--- src/hdl/csvqs_pkg.sv ---
// ----------------------------------------------------------------------------
// CSV quoted field splitter package
// Shared item types, result kinds and command format for the front and the
// back of the splitter.
// ----------------------------------------------------------------------------
package csvqs_pkg;

   localparam int SPACE_BUFFER_DEPTH = 16;
   localparam int CNT_W = $clog2(SPACE_BUFFER_DEPTH + 1);
   localparam int IDX_W = (SPACE_BUFFER_DEPTH > 1) ? $clog2(SPACE_BUFFER_DEPTH) : 1;

   localparam logic [7:0] CH_DQUOTE = 8'h22;
   localparam logic [7:0] CH_SQUOTE = 8'h27;
   localparam logic [7:0] CH_COMMA  = 8'h2C;

   localparam logic [1:0] KIND_CHAR      = 2'd0;
   localparam logic [1:0] KIND_FIELD_END = 2'd1;
   localparam logic [1:0] KIND_LINE_END  = 2'd2;

   typedef enum logic [1:0] {
      CMD_STORE = 2'd0,
      CMD_CHAR  = 2'd1,
      CMD_END   = 2'd2
   } cmd_op_type;

   typedef struct packed {
      logic [7:0] ch;
      logic       end_of_line;
   } req_type;

   typedef struct packed {
      logic [7:0] out_char;
      logic [1:0] kind;
      logic       space_overflow;
      logic       last;
   } rsp_type;

   // For a store, count holds the buffer slot; for a character, the number
   // of buffered spaces that precede it.
   typedef struct packed {
      cmd_op_type       op;
      logic [7:0]       ch;
      logic [CNT_W-1:0] count;
      logic [1:0]       kind;
      logic             ovf;
   } cmd_type;

   function automatic logic is_ws(input logic [7:0] c);
      return ((c >= 8'h09) && (c <= 8'h0D)) || (c == 8'h20) || (c == 8'h85) ||
             (c == 8'hA0);
   endfunction

endpackage

--- src/hdl/csvqs_front.sv ---
// ----------------------------------------------------------------------------
// CSV splitter front
// Tracks quoting and field state for each accepted item and turns it into at
// most one command for the back.
// ----------------------------------------------------------------------------
module csvqs_front (
   input  logic              clock,
   input  logic              reset,
   input  logic              accept,
   input  csvqs_pkg::req_type item,
   output logic              push,
   output csvqs_pkg::cmd_type cmd
);

   logic                        inq_ff, inq_in;
   logic                        qsingle_ff, qsingle_in;
   logic                        pend_ff, pend_in;
   logic                        has_ff, has_in;
   logic                        ovf_ff, ovf_in;
   logic [csvqs_pkg::CNT_W-1:0] cnt_ff, cnt_in;

   always_comb begin
      logic [7:0] c;
      logic [7:0] qc;
      logic       unq;
      logic       add;
      logic       do_end;
      logic [1:0] end_kind;

      c        = item.ch;
      qc       = qsingle_ff ? csvqs_pkg::CH_SQUOTE : csvqs_pkg::CH_DQUOTE;
      unq      = 1'b0;
      add      = 1'b0;
      do_end   = 1'b0;
      end_kind = csvqs_pkg::KIND_FIELD_END;
      inq_in     = inq_ff;
      qsingle_in = qsingle_ff;
      pend_in    = pend_ff;
      has_in     = has_ff;
      ovf_in     = ovf_ff;
      cnt_in     = cnt_ff;
      push       = 1'b0;
      cmd.op     = csvqs_pkg::CMD_END;
      cmd.ch     = c;
      cmd.count  = cnt_ff;
      cmd.kind   = csvqs_pkg::KIND_FIELD_END;
      cmd.ovf    = ovf_ff;

      if (item.end_of_line) begin
         do_end   = 1'b1;
         end_kind = csvqs_pkg::KIND_LINE_END;
      end else if (inq_ff && pend_ff) begin
         pend_in = 1'b0;
         if (c == qc) begin
            add = 1'b1;
         end else begin
            inq_in     = 1'b0;
            qsingle_in = 1'b0;
            unq        = 1'b1;
         end
      end else if (inq_ff) begin
         if (c == qc) begin
            pend_in = 1'b1;
         end else begin
            add = 1'b1;
         end
      end else begin
         unq = 1'b1;
      end

      if (unq) begin
         if (((c == csvqs_pkg::CH_DQUOTE) || (c == csvqs_pkg::CH_SQUOTE)) && !has_ff) begin
            inq_in     = 1'b1;
            qsingle_in = (c == csvqs_pkg::CH_SQUOTE);
            pend_in    = 1'b0;
         end else if (c == csvqs_pkg::CH_COMMA) begin
            do_end = 1'b1;
         end else begin
            add = 1'b1;
         end
      end

      if (add) begin
         if (csvqs_pkg::is_ws(c)) begin
            if (has_ff) begin
               if (cnt_ff < csvqs_pkg::CNT_W'(csvqs_pkg::SPACE_BUFFER_DEPTH)) begin
                  push   = 1'b1;
                  cmd.op = csvqs_pkg::CMD_STORE;
                  cnt_in = cnt_ff + 1'b1;
               end else begin
                  ovf_in = 1'b1;
               end
            end
         end else begin
            push   = 1'b1;
            cmd.op = csvqs_pkg::CMD_CHAR;
            cnt_in = '0;
            has_in = 1'b1;
         end
      end

      if (do_end) begin
         push       = 1'b1;
         cmd.op     = csvqs_pkg::CMD_END;
         cmd.kind   = end_kind;
         has_in     = 1'b0;
         cnt_in     = '0;
         ovf_in     = 1'b0;
         inq_in     = 1'b0;
         qsingle_in = 1'b0;
         pend_in    = 1'b0;
      end

      if (!accept) begin
         push = 1'b0;
      end
   end

   always_ff @(posedge clock) begin
      if (reset) begin
         inq_ff     <= 1'b0;
         qsingle_ff <= 1'b0;
         pend_ff    <= 1'b0;
         has_ff     <= 1'b0;
         ovf_ff     <= 1'b0;
         cnt_ff     <= '0;
      end else if (accept) begin
         inq_ff     <= inq_in;
         qsingle_ff <= qsingle_in;
         pend_ff    <= pend_in;
         has_ff     <= has_in;
         ovf_ff     <= ovf_in;
         cnt_ff     <= cnt_in;
      end
   end

endmodule

--- src/hdl/csvqs_queue.sv ---
// ----------------------------------------------------------------------------
// CSV splitter command queue
// Two-entry queue that decouples the front from the back.
// ----------------------------------------------------------------------------
module csvqs_queue (
   input  logic              clock,
   input  logic              reset,
   input  logic              push,
   input  csvqs_pkg::cmd_type push_data,
   output logic              full,
   input  logic              pop,
   output csvqs_pkg::cmd_type pop_data,
   output logic              empty
);

   csvqs_pkg::cmd_type entry_ff [2];
   logic               wr_ptr_ff, wr_ptr_in;
   logic               rd_ptr_ff, rd_ptr_in;
   logic [1:0]         count_ff, count_in;

   assign full     = (count_ff == 2'd2);
   assign empty    = (count_ff == 2'd0);
   assign pop_data = entry_ff[rd_ptr_ff];

   always_comb begin
      wr_ptr_in = wr_ptr_ff ^ push;
      rd_ptr_in = rd_ptr_ff ^ pop;
      count_in  = count_ff + {1'b0, push} - {1'b0, pop};
   end

   always_ff @(posedge clock) begin
      if (push) begin
         entry_ff[wr_ptr_ff] <= push_data;
      end
   end

   always_ff @(posedge clock) begin
      if (reset) begin
         wr_ptr_ff <= 1'b0;
         rd_ptr_ff <= 1'b0;
         count_ff  <= 2'd0;
      end else begin
         wr_ptr_ff <= wr_ptr_in;
         rd_ptr_ff <= rd_ptr_in;
         count_ff  <= count_in;
      end
   end

endmodule

--- src/hdl/csvqs_back.sv ---
// ----------------------------------------------------------------------------
// CSV splitter back
// Executes commands: stores inner whitespace, drains it ahead of the next
// field character and sends characters and end marks through an output
// register.
// ----------------------------------------------------------------------------
module csvqs_back (
   input  logic               clock,
   input  logic               reset,
   input  logic               empty,
   input  csvqs_pkg::cmd_type  pop_data,
   output logic               pop,
   output logic               rsp_valid,
   input  logic               rsp_stall,
   output csvqs_pkg::rsp_type  rsp_data
);

   typedef enum logic [3:0] {
      S_IDLE  = 4'b0001,
      S_FETCH = 4'b0010,
      S_SPACE = 4'b0100,
      S_LAST  = 4'b1000
   } state_type;

   state_type                   state_ff, state_in;
   csvqs_pkg::cmd_type          cmd_ff, cmd_in;
   logic [csvqs_pkg::CNT_W-1:0] ptr_ff, ptr_in;
   logic [7:0]                  rd_data_ff;
   logic [7:0]                  mem [csvqs_pkg::SPACE_BUFFER_DEPTH];
   logic                        mem_we;
   logic                        rsp_valid_ff, rsp_valid_in;
   csvqs_pkg::rsp_type          rsp_ff, rsp_in;
   logic                        out_free;

   assign out_free  = !rsp_valid_ff || !rsp_stall;
   assign rsp_valid = rsp_valid_ff;
   assign rsp_data  = rsp_ff;

   always_comb begin
      state_in     = state_ff;
      cmd_in       = cmd_ff;
      ptr_in       = ptr_ff;
      pop          = 1'b0;
      mem_we       = 1'b0;
      rsp_valid_in = rsp_valid_ff && rsp_stall;
      rsp_in       = rsp_ff;

      case (state_ff)
         S_IDLE: begin
            if (!empty) begin
               pop    = 1'b1;
               cmd_in = pop_data;
               if (pop_data.op == csvqs_pkg::CMD_STORE) begin
                  mem_we = 1'b1;
               end else if ((pop_data.op == csvqs_pkg::CMD_CHAR) && (pop_data.count != '0)) begin
                  ptr_in   = '0;
                  state_in = S_FETCH;
               end else begin
                  state_in = S_LAST;
               end
            end
         end
         S_FETCH: begin
            state_in = S_SPACE;
         end
         S_SPACE: begin
            if (out_free) begin
               rsp_valid_in          = 1'b1;
               rsp_in.out_char       = rd_data_ff;
               rsp_in.kind           = csvqs_pkg::KIND_CHAR;
               rsp_in.space_overflow = cmd_ff.ovf;
               rsp_in.last           = 1'b0;
               ptr_in                = ptr_ff + 1'b1;
               state_in = ((ptr_ff + 1'b1) == cmd_ff.count) ? S_LAST : S_FETCH;
            end
         end
         S_LAST: begin
            if (out_free) begin
               rsp_valid_in          = 1'b1;
               rsp_in.space_overflow = cmd_ff.ovf;
               rsp_in.last           = 1'b1;
               if (cmd_ff.op == csvqs_pkg::CMD_CHAR) begin
                  rsp_in.out_char = cmd_ff.ch;
                  rsp_in.kind     = csvqs_pkg::KIND_CHAR;
               end else begin
                  rsp_in.out_char = 8'h00;
                  rsp_in.kind     = cmd_ff.kind;
               end
               state_in = S_IDLE;
            end
         end
         default: begin
            state_in = S_IDLE;
         end
      endcase
   end

   always_ff @(posedge clock) begin
      if (mem_we) begin
         mem[pop_data.count[csvqs_pkg::IDX_W-1:0]] <= pop_data.ch;
      end
      rd_data_ff <= mem[ptr_ff[csvqs_pkg::IDX_W-1:0]];
   end

   always_ff @(posedge clock) begin
      cmd_ff <= cmd_in;
      ptr_ff <= ptr_in;
      rsp_ff <= rsp_in;
   end

   always_ff @(posedge clock) begin
      if (reset) begin
         state_ff     <= S_IDLE;
         rsp_valid_ff <= 1'b0;
      end else begin
         state_ff     <= state_in;
         rsp_valid_ff <= rsp_valid_in;
      end
   end

endmodule

--- src/hdl/csv_quoted_field_splitter.sv ---
// A field character passes from the front into the command queue, is popped
// by the back and leaves from S_LAST through the output register; each buffered
// space sent ahead of it is read in S_FETCH and sent from S_SPACE. A stored space
// is written on its pop. The front takes new items while the queue is not full.
// Reset is synchronous; it clears quoting, field state, the queue and the
// output register. The whitespace buffer itself is not cleared.
// ----------------------------------------------------------------------------
// CSV quoted field splitter
// Splits a CSV line into trimmed fields, honoring double and single quotes.
// ----------------------------------------------------------------------------
module csv_quoted_field_splitter (
   input  logic               clock,
   input  logic               reset,
   input  logic               req_valid,
   output logic               req_stall,
   input  csvqs_pkg::req_type  req_data,
   output logic               rsp_valid,
   input  logic               rsp_stall,
   output csvqs_pkg::rsp_type  rsp_data
);

   logic               accept;
   logic               push;
   logic               full;
   logic               pop;
   logic               empty;
   csvqs_pkg::cmd_type push_cmd;
   csvqs_pkg::cmd_type pop_cmd;

   assign req_stall = full;
   assign accept    = req_valid && !full;

   csvqs_front u_front (
      .clock  (clock),
      .reset  (reset),
      .accept (accept),
      .item   (req_data),
      .push   (push),
      .cmd    (push_cmd)
   );

   csvqs_queue u_queue (
      .clock     (clock),
      .reset     (reset),
      .push      (push),
      .push_data (push_cmd),
      .full      (full),
      .pop       (pop),
      .pop_data  (pop_cmd),
      .empty     (empty)
   );

   csvqs_back u_back (
      .clock     (clock),
      .reset     (reset),
      .empty     (empty),
      .pop_data  (pop_cmd),
      .pop       (pop),
      .rsp_valid (rsp_valid),
      .rsp_stall (rsp_stall),
      .rsp_data  (rsp_data)
   );

endmodule

--- config.mk ---
export PLATFORM = sky130hd
export DESIGN_NAME = csv_quoted_field_splitter
export DESIGN_NICKNAME = d
export VERILOG_FILES = /design/src/hdl/csvqs_pkg.sv /design/src/hdl/csvqs_front.sv /design/src/hdl/csvqs_queue.sv /design/src/hdl/csvqs_back.sv /design/src/hdl/csv_quoted_field_splitter.sv
export SDC_FILE = /design/constraint.sdc
export NUM_CORES = 1
export LEC_CHECK = 0
export BUFFER_PORTS_ARGS = -buffer_cell sky130_fd_sc_hd__clkbuf_2
export CORE_UTILIZATION = 49
export DETAILED_ROUTE_END_ITERATION = 16
export HOLD_SLACK_MARGIN = 0.03
export PLACE_DENSITY = 0.65
export SYNTH_ARGS = -nofsm -noshare
export SYNTH_HDL_FRONTEND = slang
export SYNTH_HIERARCHICAL = 1
export SYNTH_SLANG_ARGS = --single-unit
--- constraint.sdc ---
create_clock -name clock -period 3.6 [get_ports clock]
set_input_delay 0.72 -clock clock [delete_from_list [all_inputs] [get_ports clock]]
set_output_delay 0.72 -clock clock [all_outputs]
set_load 0.01 [all_outputs]
==> reports/results.ini, run 1 <==
[clock_network]
hold_buffers = 0
cts_buffers = 24
h-tree-depth = 1
cts_setup_buffers = 0
root_buffer = clkbuf_16
clk_latency_ps = 510
clk_path_buf_depth = 3
postCtsResizedCells = 0
cts_sinks = 226
cts_tree = yes
path_clk_slew_ps = 60

[min_path]
hp-start = u_back/cmd_ff[0]
holdPathStages = 0
hold_class = register to register

[synth]
synth_edf_count = 199
synthTopCellsByCount = edfxtp_1, nor2_1, dfxtp_1, nand2_1
seq_area_frac_synth = 0.688
synthCells = 533
yosys-top-cells-area = edfxtp_1, dfxtp_1, mux4_1, mux4_2, nor2_1
syn-num-nets = 552
synth_area_sq_um = 9470
ys.flop_type = edfxtp_1
synth_top_area_share = 0.631
synth_area_per_cell_sq_um = 17.8
yosysUniqueCellTypes = 74
synth.most_common_cell = edfxtp_1
async_flop_share = 0
synth_top_area_cell = edfxtp_1
ys_seq_elements = 226
yosysWarnings = 6

[critical_path]
path_buf_inv = 1
crit_slowest_cell = dfxtp_1
cp-start-kind = register
required_ps = 3780
critPathKind = register to register
cp_max_fo = 18
cp_cell_sequence = nor2b_1 > a41oi_1 > a31oi_4 > o21ai_2 > a21boi_1 > ha_1 > buf_4
reg2reg_depth = 7
cp_num_cells = 7
max_stage_delay_ps = 480
worstPathArrival_ps = 2790
cp_top_family = compound AO/OA/AOI/OAI gates
reg2reg_from = u_front/inq_ff
cp-end-kind = register
crit_start = u_front/inq_ff

[layout]
fin_nets = 585
multi_input_area_sq_um = 2630
layout-drive-gt1-share = 0.223
diodes = 0
fin_cells = 844
regArea_sq_um = 6520
num-fill-cells = 1452
syn2layout_area_growth_pct = 11.1

[sta]
timing.slew.headroom = 0.403
fmax_mhz = 383
rsz0062_at_grt = no
hold_viol = 0
finalSetupTns_ps = 0
worst_slew_pin_slew_ps = 892
finalCriticalPeriod_ps = 2610
final-max-slew-violation-count = 0
period_share = 0.725
skew_ps = 11.4
final-setup-viol-count = 0

[die]
start_util = 0.503
ios = 27
design.core.area_sq_um = 18800
die_w_um = 141
die_area_sq_um = 19900
fp-row-count = 50
die_y_um = 141

[run]
cap_violations = 0

[routing]
drc = 0
vias = 4718
via_per_inst = 5.59
first_iter_violations = 280
first_pass_iters = 5
drt-total-wl_mm = 16.4
antenna_left = 0
wl_per_cell_um = 19.4

[global_routing]
grt_pass1_wl_mm = 25.8
grt_usage = 0.171
grt_max_degree = 37
grt_pass1_vias = 4604
overflow = 0
antenna_found_initial = 0

[power_and_ir_drop]
finalPower_mw = 6.85
power_density_nw_per_um2 = 651
ir_worst_vdd_mv = 0.342
leakage_nw = 3.54

[placement]
place_hpwl_mm = 10.6
gp_congestion = 0.857
placed_cells = 800
place.port_buffers = 26

[run_status]
status = completed

routing by layer:
| metal | part of all wire | routed length (um) | GRT usage |
|---|---|---|---|
| met5 | 0 | 0 | 0 |
| met1 | 0.47 | 7650 | 0.242 |
| met4 | 0.011 | 180 | 0.0372 |
| met3 | 0.046 | 759 | 0.0272 |
| met2 | 0.47 | 7770 | 0.282 |
sequential cells by signal (all words and copies together), names as in the netlist, 2 cells and up:
register / cells
u_back/rsp_data: 12
u_back/rd_data_ff: 8
u_back/mem: 128
u_back/ptr_ff: 5
u_queue/entry_ff: 36
u_front/cnt_ff: 5
u_back/cmd_ff: 18
u_back/state_ff: 4
u_queue/count_ff: 2
final timing paths:
| kind | end | slack (ps) |
|---|---|---|
| worst min-delay path | u_back/rsp_data[1] | 420 |
| worst max register to register | u_queue/entry_ff[0][10] | 990 |
| worst min register to register | u_back/rsp_data[1] | 420 |
| worst max-delay path | u_queue/entry_ff[0][10] | 990 |
layout by cell type (no fill, tap or decap), drive strengths merged, types with 4 or more instances in the layout:
master / instances
mux4: 40
a211oi: 5
xor2: 5
nor2: 37
clkinv: 13
mux2: 18
o21bai: 4
dfxtp: 27
xnor2: 5
inv: 8
o21ai: 13
nor3: 5
nor2b: 9
nor4: 4
ha: 6
nand2: 27
edfxtp: 199
o211ai: 5
clkbuf: 54
nand3: 5
or4b: 5
nand2b: 10
a21oi: 13
buf: 15
nand4: 4
cells by family after synthesis:
family,synth area share
XOR/XNOR,0.0174
buffers and inverters,0.0343
adder cells (fa/ha/maj),0.00793
AO/OA/AOI/OAI,0.0494
flip-flops,0.688
AND/OR/NAND/NOR,0.0737
multiplexers,0.129
area by class of cell:
class	count	area share
Inverter	8	0.00285
Sequential cell	226	0.619
Timing Repair Buffer	41	0.0231
Tap cell	260	0.0309
Multi-Input combinational cell	265	0.250
Clock inverter	16	0.0152
Clock buffer	28	0.0585
worst reg2reg max path, stage by stage, from the launching register on:
cell	delay [ps]
dfxtp_1	480
nor2b_1	340
a41oi_1	120
a31oi_4	290
o21ai_2	140
a21boi_1	410
ha_1	230
buf_4	270
power by group:
part | internal, mW | leakage [nW] | switching (mW)
combinational | 0.477 | 1.12 | 0.628
sequential | 3.25 | 2.04 | 0.117
clock | 1.44 | 0.385 | 0.941
through the flow:
| stage | hold WS [ps] | setup slack (ps) | util | cell area [sq um] |
|---|---|---|---|---|
| 2_1_floorplan | 400 | 674 | - | 9470 |
| 3_3_place_gp | 410 | 646 | 0.517 | 9740 |
| 3_5_place_dp | 410 | 554 | 0.517 | 9740 |
| 4_1_cts | 425 | 998 | 0.559 | 10500 |
| 5_1_grt | 434 | 875 | 0.559 | 10500 |
| 6_report | 421 | 991 | 0.559 | 10500 |
(Power assumes the default switching activity.)
==> run 2, diff against run 1 <==
==> constraint.sdc (replaced) <==
create_clock -name clock -period 2.5 [get_ports clock]
set_input_delay 0.5 -clock clock [delete_from_list [all_inputs] [get_ports clock]]
set_output_delay 0.5 -clock clock [all_outputs]
set_load 0.01 [all_outputs]
==> run 2 against run 1 <==
Net effect:
- die area stayed put
- count of clock-buffer cells in the layout is 6 higher
- power is 46% higher
- hold slack lost 180 ps
- maximum frequency is 10% higher
- critical path type unchanged
- via count rose by 2.9%
==> reports/results.ini, run 2 (synthesis gave the netlist of run 1 again) <==
[sta]
skew_ps = 24.9
final-max-slew-violation-count = 0
period_share = 0.949
hold_ws_ps = 244
finalCriticalPeriod_ps = 2370
hold_viol = 0
timing.slew.headroom = 0.459
worst_slew_pin_slew_ps = 809
rsz0062_at_grt = no
final-setup-viol-count = 0
layout_setup_ws_ps = 129
fmax_mhz = 422

[clock_network]
h-tree-depth = 1
cts_sinks = 226
clk_path_buf_depth = 3
hold_buffers = 0
postCtsResizedCells = 0
cts_setup_buffers = 0
clk_latency_ps = 510
cts_buffers = 23
root_buffer = clkbuf_16
path_clk_slew_ps = 60
cts_tree = yes

[critical_path]
cp-start-kind = register
required_ps = 2950
reg2reg_from = u_front/inq_ff
crit_start = u_front/inq_ff
reg2reg_slack_ps = 130
setup.worst_path.end = u_queue/count_ff[1]
reg2reg_depth = 9
critPathKind = register to register
cp_max_fo = 9
r2r_end = u_queue/count_ff[1]
worstPathArrival_ps = 2820
cp-end-kind = register

[die]
design.core.area_sq_um = 18800
start_util = 0.503
die_w_um = 141
die_area_sq_um = 19900
fp-row-count = 50
die_y_um = 141
ios = 27

[global_routing]
grt_usage = 0.175
grt_pass1_wl_mm = 26.6
grt_pass1_vias = 4771
grt_max_degree = 37
antenna_found_initial = 0
overflow = 0

[layout]
final_common_cell = edfxtp_1
num-fill-cells = 1399
final_cell_mix = edfxtp_1, nor2_1, buf_4
largest_reg_flops = 128
fin_nets = 607
syn2layout_area_growth_pct = 13.3
layout-drive-gt1-share = 0.258
diodes = 0

[min_path]
hold_class = primary input to register

[routing]
antenna_left = 0
first_pass_iters = 5
first_iter_violations = 331
drc = 0
drt-total-wl_mm = 16.8
wl_per_cell_um = 19.4
vias = 4855
via_per_inst = 5.61

[power_and_ir_drop]
power_density_nw_per_um2 = 930
leakage_nw = 3.66
ir_worst_vdd_mv = 0.477

[run_status]
status = completed

[placement]
place_hpwl_mm = 11.1
dp_slack_ps = -57.3
gp_congestion = 0.894
place.port_buffers = 26

[run]
cap_violations = 0

run 2: changes by cell type in the layout (fill, tap and decap cells not counted), sizes merged:
cell      delta
clkbuf       +6
bufinv       -1
clkinvlp     +2
inv          +1
clkinv      -10
buf         +23
run 2: routing by layer:
metal | wire, um | track usage | share of wire | vias to the layer above
met2 | 8250 | 0.291 | 0.49 | 131
met3 | 687 | 0.0275 | 0.041 | 24
li1 | - | - | - | 2218
met5 | 0 | 0 | 0 | -
met1 | 7530 | 0.239 | 0.45 | 2482
met4 | 327 | 0.0566 | 0.019 | 0
run 2: area by class of cell:
class | count | area (sq um) | share of cell area
Sequential cell | 226 | 6520 | 0.607
Multi-Input combinational cell | 265 | 2630 | 0.245
Clock buffer | 34 | 677 | 0.0631
Timing Repair Buffer | 64 | 453 | 0.0422
Tap cell | 260 | 325 | 0.0303
Clock inverter | 8 | 98.8 | 0.00921
Inverter | 8 | 30.0 | 0.00280
run 2: stage by stage:
| step | power (mW) | TNS (ps) | instances | cell area, sq um | util |
|---|---|---|---|---|---|
| floorplan | 6.18 | -5510 | 533 | 9470 | - |
| global placement | 6.56 | 0 | 823 | 9960 | 0.529 |
| detailed placement | 6.64 | -57.3 | 823 | 9960 | 0.529 |
| CTS | 10.1 | 0 | 865 | 10700 | 0.570 |
| global route | 10.4 | 0 | 865 | 10700 | 0.570 |
| finish | 9.98 | 0 | 865 | 10700 | 0.570 |
run 2: worst min-delay path by stage:
stage / startpoint / endpoint / slack (ps) / cells after the start
floorplan: u_back/cmd_ff[0] / u_back/rsp_data[1] / 400 / 0
global placement: u_back/cmd_ff[0] / u_back/rsp_data[1] / 420 / 0
global route: req_data[5] / u_queue/entry_ff[0][12] / 230 / 1
detailed placement: u_back/cmd_ff[0] / u_back/rsp_data[1] / 430 / 0
finish: req_data[5] / u_queue/entry_ff[0][12] / 240 / 1
CTS: req_data[5] / u_queue/entry_ff[0][12] / 230 / 1
run 2: report_power, final:
part	switching, mW	leakage, nW	total, mW	internal [mW]
combinational	0.978	1.25	1.73	0.753
sequential	0.140	2.04	4.82	4.68
clock	1.35	0.377	3.43	2.08
total	2.46	3.66	9.98	7.52
run 2: worst max-delay path, cell delays in order, from the launching register on:
cell and delay, ps:
dfxtp_1 490, nor2b_1 350, a41oi_1 140, a31oi_4 290, o21ai_2 90, a21boi_1 140
buf_4 160, ha_1 160, xnor3_1 400, nor2_1 90
